==> src/rtl/core/bsle_pkg.sv <==
// Package for the list engine: action and status codes, cell control bundle.
// No dependencies.
`timescale 1ns / 1ps
package bsle_pkg;
   typedef enum logic [3:0] {
      ACT_APPEND = 4'd0, ACT_PUSH_FRONT = 4'd1, ACT_INSERT_AT = 4'd2,
      ACT_POP_TAIL = 4'd3, ACT_POP_HEAD = 4'd4, ACT_DEL_FIRST = 4'd5,
      ACT_DEL_ALL = 4'd6, ACT_FIND = 4'd7, ACT_BSEARCH = 4'd8,
      ACT_READ = 4'd9, ACT_WRITE = 4'd10, ACT_REPL_LAST = 4'd11,
      ACT_REPL_ALL = 4'd12, ACT_SORT_UP = 4'd13, ACT_SORT_DOWN = 4'd14,
      ACT_NONE = 4'd15
   } action_type;

   typedef enum logic [2:0] {
      ST_OK = 3'd0, ST_FULL = 3'd1, ST_EMPTY = 3'd2, ST_BADIDX = 3'd3,
      ST_NOTFOUND = 3'd4
   } status_type;

   // Per-cycle command broadcast to every cell.
   typedef enum logic [2:0] {
      CELL_HOLD = 3'd0, CELL_SHIFT_UP = 3'd1, CELL_SHIFT_DOWN = 3'd2,
      CELL_WRITE = 3'd3, CELL_SWAP = 3'd4
   } cell_op_type;

   typedef struct packed {
      cell_op_type  op;
      logic [31:0]  data;
      logic         odd_phase;   // which pairs compare during a swap pass
      logic         descending;
   } cell_ctl_type;
endpackage

==> src/rtl/core/bsle_cell.sv <==
// One element cell of the list chain: holds one value, talks to both neighbors.
// Depends on bsle_pkg.
`timescale 1ns / 1ps
module bsle_cell (
   input  logic                  clock,
   input  bsle_pkg::cell_ctl_type ctl,
   input  logic                  shift_en,    // this cell takes part in a shift
   input  logic                  write_en,    // this cell is the write target
   input  logic                  is_even,     // index parity
   input  logic                  swap_en,     // pair partner exists within the list
   input  logic [31:0]           lower_val,   // neighbor at index - 1
   input  logic [31:0]           upper_val,   // neighbor at index + 1
   output logic [31:0]           val
);
   logic [31:0] val_ff, val_in;
   logic        is_low, lo_gt, do_sw;
   logic [31:0] partner;

   always_comb begin
      // During a pass, a cell is the low member of its pair when its parity
      // matches the phase.
      is_low  = (is_even != ctl.odd_phase);
      partner = is_low ? upper_val : lower_val;
      lo_gt   = is_low ? ($signed(val_ff) > $signed(partner))
                       : ($signed(partner) > $signed(val_ff));
      do_sw   = swap_en && (ctl.descending ? !lo_gt &&
                (is_low ? $signed(val_ff) != $signed(partner)
                        : $signed(partner) != $signed(val_ff)) : lo_gt);
      val_in = val_ff;
      case (ctl.op)
         bsle_pkg::CELL_SHIFT_UP: begin
            if (write_en) val_in = ctl.data;
            else if (shift_en) val_in = lower_val;
         end
         bsle_pkg::CELL_SHIFT_DOWN: if (shift_en) val_in = upper_val;
         bsle_pkg::CELL_WRITE: if (write_en) val_in = ctl.data;
         bsle_pkg::CELL_SWAP: if (do_sw) val_in = partner;
         default: val_in = val_ff;
      endcase
   end

   always_ff @(posedge clock) begin
      val_ff <= val_in;
   end
   assign val = val_ff;
endmodule

==> config.mk <==
export PLATFORM = sky130hd
export DESIGN_NAME = bsle_cell
export DESIGN_NICKNAME = d
export VERILOG_FILES = /design/src/rtl/core/bsle_pkg.sv /design/src/rtl/core/bsle_cell.sv
export SDC_FILE = /design/constraint.sdc
export NUM_CORES = 1
export LEC_CHECK = 0
export ABC_AREA = 1
export BUFFER_PORTS_ARGS = -buffer_cell sky130_fd_sc_hd__buf_2
export CORE_ASPECT_RATIO = 1.1
export CORE_MARGIN = 2
export CORE_UTILIZATION = 50
export CTS_BUF_LIST = sky130_fd_sc_hd__clkbuf_4
export CTS_CLUSTER_DIAMETER = 150
export DETAILED_ROUTE_END_ITERATION = 8
export PLACE_DENSITY = 0.82
export SLEW_MARGIN = 10
export SYNTH_ARGS = -nofsm -noshare
export SYNTH_HDL_FRONTEND = slang
export SYNTH_SLANG_ARGS = --single-unit
==> constraint.sdc <==
create_clock -name clock -period 4.6 [get_ports clock]
set_input_delay 0.92 -clock clock [delete_from_list [all_inputs] [get_ports clock]]
set_output_delay 0.92 -clock clock [all_outputs]
set_load 0.02 [all_outputs]
**Yosys cells after proc, flatten, opt, wreduce, memory -nomap -nowiden**

Index checks and enable logic that the tools add are counted.

- Register bits: 32
- Latch bits: 0
- Bits in writable memories: 0
- ROM bits: 0
- Input bits: 106
- Output and inout bits: 32
- Logic and storage cells: 29
- Memories kept: 0

- Add/subtract/negate cells: 0
- $mul: 0
- Div/mod/pow operators: 0
- Order comparisons: 2
- Equal/unequal tests: 11
- Shifts and indexed selects: 0
- Muxes and demuxes: 10
- Bitwise logic cells: 0
- Reductions and logical operators: 5

Operators with widths:

| operator | count |
|---|---|
| 32-bit two-way mux | 6 |
| 32-bit one-hot mux with 4 select lines | 1 |
| 32-bit greater-than comparator | 2 |
| 32-bit != test | 2 |
| 3-bit by 2-bit == test with 1-bit output, second input constant | 2 |
| 2-bit != test, second input constant | 3 |
| 5-bit AND reduction | 1 |
| 4-bit nonzero test | 1 |
| 3-bit by 1-bit == test with 1-bit output, second input constant | 1 |
| 3-bit == test, second input constant | 1 |
| 1-bit two-way mux | 3 |
| 3-bit != test, second input constant | 1 |
| 1-bit logical AND | 2 |
| 1-bit zero test | 1 |
| 1-bit != test | 1 |

**Longest topological paths before layout**

Gate-level depths: netlist of run 1.

- Depth in word-level cells: 10
- Mapped depth: 25
- Depth with buffers taken out: 24

**Least setup slack after synthesis of run 1**

Ideal clock, no wire load.

- Path kind: input -> register
- Start: input port is_even
- End: register val_ff[0] (netlist: val[0]) (enable)
- Setup time: 0.400 ns
- Arrival: 3.779 ns
- Data required time: 4.200 ns
- Path slack: 0.421 ns
- Stages on the path: 19
- Path buffers: 2
- Cell sequence: inv_1 or2_1 nand2_1 inv_2 buf_8 buf_2 nand2_1 o21ai_1 ha_1 a21oi_1 o21a_1 nand2_1 a21oi_2 nand2_2 nand2_1 nand3_2 nand3_1 nand3_2 a21oi_2

- Word-level cells in the longest chain between the ends: 10
- Elaborated cells on any way between the ends: 14
- Classes of those cells: order compare: 2; eq/ne: 4; mux: 4; reduce/logical: 4

RTL lines:

| item | line | source |
|---|---|---|
| start, declared | bsle_cell.sv:9 | `input logic is_even,` |
| 1-bit != test (*) | bsle_cell.sv:22 | `is_low = (is_even != ctl.odd_phase);` |
| 32-bit two-way mux | bsle_cell.sv:23 | `partner = is_low ? upper_val : lower_val;` |
| 32-bit greater-than comparator (on tied branches) | bsle_cell.sv:25, bsle_cell.sv:24 |  |
| 1-bit two-way mux | bsle_cell.sv:24 | `lo_gt = is_low ? ($signed(val_ff) > $signed(partner))` |
| 1-bit zero test | bsle_cell.sv:26 | `do_sw = swap_en && (ctl.descending ? !lo_gt &&` |
| 1-bit logical AND | bsle_cell.sv:26 |  |
| 1-bit two-way mux (*) | bsle_cell.sv:26 |  |
| 1-bit logical AND (*) | bsle_cell.sv:26 |  |
| 2-bit != test (no source line) (*) | n/a |  |
| 5-bit AND reduction (no source line) (*) | n/a |  |
| end signal, assigned | bsle_cell.sv:43 | `val_ff <= val_in;` |
| end, declared | bsle_cell.sv:15 | `logic [31:0] val_ff, val_in;` |

Mark *: on every way between the ends. The rest lies on a longest branch, timed or not.
A chain may end at the register's enable or synchronous reset.

**Final worst setup path of run 1**

- Start: input port ctl[1] (netlist bit)
- End: register val_ff[0] (netlist: val[0]) (enable)

- Word-level cells in the longest chain between the ends: 10
- Elaborated cells on any way between the ends: 14
- Classes of those cells: order compare: 2; eq/ne: 4; mux: 4; reduce/logical: 4

RTL lines:

| item | line | source |
|---|---|---|
| start, declared | bsle_cell.sv:6 | `input bsle_pkg::cell_ctl_type ctl,` |
| 1-bit != test (*) | bsle_cell.sv:22 |  |
| 32-bit two-way mux | bsle_cell.sv:23 |  |
| 32-bit greater-than comparator (on tied branches) | bsle_cell.sv:25, bsle_cell.sv:24 |  |
| 1-bit two-way mux | bsle_cell.sv:24 |  |
| 1-bit zero test | bsle_cell.sv:26 |  |
| 1-bit logical AND | bsle_cell.sv:26 |  |
| 1-bit two-way mux (*) | bsle_cell.sv:26 |  |
| 1-bit logical AND (*) | bsle_cell.sv:26 |  |
| 2-bit != test (no source line) (*) | n/a |  |
| 5-bit AND reduction (no source line) (*) | n/a |  |

Marks and branches as above.

==> impl_metrics.tcl, run 1 <==
set metrics [dict create \
    power_frac_seq 0.385 \
    max-vdd-ir-drop_mv 0.133 \
    clock-sinks 32 \
    initial_core_util 0.510 \
    startpoint_type "input port" \
    fillCellCount 644 \
    grt_max_degree 39 \
    nets 750 \
    syn_avg_cell_area_sq_um 7.27 \
    power_density_mw_per_mm2 228 \
    clockPowerShare 0.170 \
    tightest_slew_ps 688 \
    synth_fp_nets 624 \
    switchingPower_mw 0.382 \
    wirelength_um 10100 \
    synthTopCellsByArea "edfxtp_1 27%, nand2_1 15%, ha_1 11%" \
    crit_buf_inv 4 \
    cts_hold_buf 0 \
    worstPathCellList "buf_2 -> or2_1 -> nand2_1 -> inv_2 -> buf_4 -> o21ai_1 -> ha_1 -> a21oi_1 -> o21a_1 -> nand2_1 -> a21oi_2 -> nand3_1 -> nand3_2 -> nand2_1 -> nand2_1 -> nand3_2 -> a21oi_4 -> buf_4" \
    cts_root_buf "clkbuf_4" \
    grtUsageTotal 0.261 \
    die_h_um 92.2 \
    grt_pass1_vias 3843 \
    seq_area_sq_um 961 \
    drtIter0Drc 172 \
    place_congestion 0.824 \
    rsz0062_at_grt "false" \
    cp_slowest_cell "a21oi_4" \
    slew_violations 0 \
    area_delta_synth_final_pct 22.3 \
    pwr-share-comb 0.446 \
    core_area_sq_mm 0.00693 \
    htree_num_levels 2 \
    grt_pass1_wl_um 16700 \
    synth_cell_types 37 \
    worstPathMaxFanout 30 \
    clk_latency_ps 330 \
    antenna_found_initial 0 \
    cts_tree "yes" \
    slew-limit-headroom 0.541 \
    largest_reg_flops 32 \
    finalPower_mw 0.984 \
    cts_buffer_depth 2 \
    synth_edf_count 32 \
    via_per_inst 5.53 \
    clock_skew_ps 12.9 \
    worstPathRequired_ps 4630 \
    hold_slack_ps 906 \
    cts_made_buffers 5 \
    crit_path_max_incr_delay_ps 310 \
    yosys-top-cells-count "144 x nand2_1, 74 x inv_1, 32 x edfxtp_1, 32 x ha_1, 26 x o21ai_1" \
    path_common_cell "nand2_1" \
    multi_input_area_sq_mm 0.00217 \
    crit_family "compound AO/OA/AOI/OAI gates" \
    cp_data_arrival_time_ps 3760 \
    die-area_sq_mm 0.00776 \
    drive_gt1_frac 0.307 \
    max_freq_mhz 268 \
    synth_largest_area_cell "edfxtp_1" \
    cts_resized 0 \
    ys_warn_count 0 \
    dr.pass1.iters 4 \
    seq_area_frac_synth 0.272 \
    period_needed_ps 3730 \
    setup_violations 0 \
    p_int_mw 0.602 \
    ys_ff_latch 32 \
    numPortBuffers 137 \
    power_leakage_nw 2.14 \
    die_x_um 84.2 \
    synthArstFlopShare 0 \
    cp-end-kind "register" \
    clk_pin_slew_ps 110 \
    min_path_type "in -> reg" \
    synth_cells 486 \
    dpl.hpwl_um 7610 \
    sw_frac_of_total 0.388 \
    status "finished clean" \
    drc 0 \
    final_hold_viol_count 0 \
    post_cts_buffers 0 \
    yosysMostFrequentCell "nand2_1" \
    synthFlopType "edfxtp_1" \
    yosysTopAreaCellShare 0.272 \
    maxCapViolCount 0 \
    setup_tns_ps 0 \
    avgRoutedWirePerCell_um 14.5 \
    route.vias.total 3857 \
    antenna_left 0 \
    synthesis.area_sq_mm 0.00353 \
    io_pins 138 \
    rows 32 \
    criticalPathCategory "in -> reg" \
    overflow 0 \
    post-route-period-util 0.811 \
    antenna_cells 0 \
]
cells in the final DEF (no fill, tap or decap), types with 10 or more instances in the layout:
cell type / count
a21oi_1: 14
buf_2: 137
edfxtp_1: 32
ha_1: 32
inv_1: 74
nand2_1: 144
o2111ai_1: 24
o211ai_1: 24
o21ai_1: 26
or2_1: 15
or2_2: 10
cell type report:
class	instances	area share
Clock buffer	7	0.0122
Inverter	79	0.0686
Clock inverter	1	0.000868
Tap cell	85	0.0246
Timing Repair Buffer	144	0.171
Sequential cell	32	0.222
Multi-Input combinational cell	350	0.501
tightest hold or removal path, cell delays in order:
cell and delay (ps):
buf_2 80, nand2_1 40, o2111ai_1 90
power by group through the flow:
| stage | combinational (mW) | sequential (mW) | clock, mW |
|---|---|---|---|
| floorplan | 0.256 | 0.419 | 0 |
| global placement | 0.421 | 0.385 | 0 |
| finish | 0.439 | 0.379 | 0.167 |
| detailed placement | 0.438 | 0.385 | 0 |
| global route | 0.493 | 0.382 | 0.184 |
| CTS | 0.440 | 0.379 | 0.171 |
worst paths after layout:
kind                      from                end  slack [ps]  depth (start not counted)
max                     ctl[1]   val[0]$_DFFE_PP_         870                         18
min                    ctl[29]  val[27]$_DFFE_PP_         910                          3
max reg2reg  val[23]$_DFFE_PP_   val[0]$_DFFE_PP_        1880                         13
min reg2reg  val[31]$_DFFE_PP_  val[17]$_DFFE_PP_        1320                          7
per-stage QoR:
| step | area [sq um] | std cells | util | setup slack [ps] |
|---|---|---|---|---|
| 4_1_cts | 4320 | 698 | 0.624 | 893 |
| 6_report | 4320 | 698 | 0.624 | 869 |
| 3_5_place_dp | 4270 | 690 | 0.616 | 543 |
| 3_3_place_gp | 4270 | 690 | 0.616 | 637 |
| 2_1_floorplan | 3530 | 486 | - | 421 |
| 5_1_grt | 4320 | 698 | 0.624 | 613 |
layer usage:
layer	share of wire	GRT usage	up-vias
met3	0.070	0.0306	22
met5	0	0	-
li1	-	-	1933
met2	0.50	0.470	165
met1	0.41	0.309	1737
met4	0.027	0.118	0
cell families after synthesis:
| family | count (synthesis) | synth area share |
|---|---|---|
| AND/OR/NAND/NOR | 197 | 0.255 |
| AO/OA/AOI/OAI | 121 | 0.239 |
| buffers and inverters | 104 | 0.121 |
| adder cells (fa/ha/maj) | 32 | 0.113 |
| flip-flops | 32 | 0.272 |
Power figures use the tool's default switching activity.
==> run 2, diff against run 1 <==
CORE_UTILIZATION = 46   (was 50)
PLACE_DENSITY = 0.79   (was 0.82)
clock period = 3 ns   (was 4.6 ns; I/O delays follow)
==> run 2 against run 1 <==
The flow now finishes with violations (setup timing); register-to-register slack worse by 1300 ps; sequential power grew 54%; core utilization grew 7.0 points; clock power increased by 110%; highest routed layer unchanged; die area up 8.3%; setup slack got worse by 990 ps; global-route usage fell by 1.0 points; flip-flop and latch count unchanged; combinational power up 110%; design area is 20% higher; final cell count grew 6.0%; non-clock buffer count grew 21.
==> impl_metrics.tcl, run 2 (synthesized netlist as in run 1, its figures left out) <==
set metrics [dict create \
    status "complete, but fails checks" \
    violations "setup timing" \
    slew_violations 0 \
    fin_ws_ps -124 \
    cp_data_arrival_time_ps 3190 \
    sw_frac_of_total 0.393 \
    switchingPower_mw 0.727 \
    antenna_left 0 \
    pwr-share-comb 0.500 \
    die_h_um 95.9 \
    io_pins 138 \
    cts_made_buffers 5 \
    core_area_sq_mm 0.00747 \
    max_freq_mhz 320 \
    clk_latency_ps 360 \
    initial_core_util 0.473 \
    final_util 0.694 \
    hold_start "ctl[28]" \
    startpoint_type "input port" \
    power_leakage_nw 2.42 \
    via_per_inst 5.64 \
    max-vdd-ir-drop_mv 0.173 \
    mostFrequentLayoutCells "135 x buf_2, 119 x nand2_1, 73 x inv_1" \
    clock_skew_ps 16.7 \
    largest_reg_flops 32 \
    dr.pass1.iters 5 \
    power_density_mw_per_mm2 356 \
    cts_tree "yes" \
    numPortBuffers 137 \
    slew-limit-headroom 0.635 \
    post-route-period-util 1.04 \
    worstPathMaxFanout 13 \
    finalPower_mw 1.85 \
    power_frac_seq 0.315 \
    clock-sinks 32 \
    crit_start "ctl[1]" \
    worstPathRequired_ps 3070 \
    rows 33 \
    final_hold_viol_count 0 \
    grt_max_degree 34 \
    cts_buffer_depth 2 \
    drive_gt1_frac 0.436 \
    drtIter0Drc 335 \
    rsz0062_at_grt "true" \
    pre_cts_slack_ps -438 \
    htree_num_levels 2 \
    antenna_found_initial 0 \
    antenna_cells 0 \
    cp-end-kind "register" \
    clockPowerShare 0.186 \
    area_delta_synth_final_pct 46.8 \
    r2r-start "val[23]$_DFFE_PP_" \
    cts_hold_buf 0 \
    dpl.hpwl_um 8040 \
    hold_slack_ps 560 \
    setup_violations 32 \
    tightest_slew_ps 546 \
    cts_root_buf "clkbuf_4" \
    p_int_mw 1.12 \
    place_congestion 0.843 \
    nets 772 \
    wirelength_um 12200 \
    grtUsageTotal 0.251 \
    dp.cells 722 \
    overflow 0 \
    period_needed_ps 3120 \
    die_x_um 87.6 \
    avgRoutedWirePerCell_um 16.5 \
    die-area_sq_mm 0.00840 \
    clk_pin_slew_ps 120 \
    route.vias.total 4172 \
    criticalPathCategory "in -> reg" \
    final_cells 740 \
    final_common_cell "buf_2" \
    min_path_type "in -> reg" \
    grt_pass1_vias 3736 \
    grt_pass1_wl_um 16800 \
    maxCapViolCount 0 \
    drc 0 \
]
==> run 2: layout make-up <==
type                    instances  area, sq um
repair inverters                1         8.76
well taps                     105          131
clock buffers                   5         37.5
multi-input cells             350         2620
repair buffers                165         1090
fillers                       559         2280
clock inverters                 3         37.5
inverters                      79          312
flip-flops and latches         32          961
==> run 2: per-stage QoR <==
stage	instance area (sq um)	setup TNS, ps
5_1_grt	5190	-6430
2_1_floorplan	3580	-14800
4_1_cts	4570	-843
3_5_place_dp	4470	-13930
6_report	5190	-3390
3_3_place_gp	4470	-11220
==> run 2: final timing paths <==
| path | depth (start not counted) | end | slack (ps) |
|---|---|---|---|
| setup / recovery | 18 | val[21]$_DFFE_PP_ | -120 |
| hold / removal | 3 | val[26]$_DFFE_PP_ | 560 |
| setup reg to reg | 13 | val[21]$_DFFE_PP_ | 540 |
| hold reg to reg | 9 | val[8]$_DFFE_PP_ | 1460 |
==> run 2: metal layers <==
metal | share of wire | routed length [um] | global-route usage
met3 | 0.077 | 933 | 0.0506
met4 | 0.024 | 290 | 0.0782
met5 | 0 | 0 | 0
met1 | 0.39 | 4760 | 0.318
met2 | 0.51 | 6210 | 0.429
==> run 2: worst max-delay path, stage by stage <==
cell       delay (ps)
buf_6              90
or2_4             260
nand2_8           110
clkinv_8          100
clkbuf_16         190
o21ai_4           190
ha_4              250
a21oi_4           150
o21a_1            140
nand2_2            70
a21oi_4           200
nand2_2            80
nand2_2            60
nand3_2            90
nand3_2            90
nand3_2            90
a21oi_4           220
buf_12            190
==> run 2: power groups by stage <==
| stage | logic [mW] | clock network (mW) | registers (mW) |
|---|---|---|---|
| finish | 0.924 | 0.343 | 0.582 |
| detailed placement | 0.714 | 0 | 0.592 |
| floorplan | 0.403 | 0 | 0.641 |
| CTS | 0.725 | 0.341 | 0.582 |
| global placement | 0.694 | 0 | 0.590 |
| global route | 1.01 | 0.360 | 0.585 |
==> run 2: timing repair <==
item                                    CTS  global route
gates resized for setup                   5            90
buffers inserted                          0             1
gates cloned                              0             9
pin swaps                                 1             8
endpoints found under the setup margin   32            32
endpoints found under the hold margin     0             0
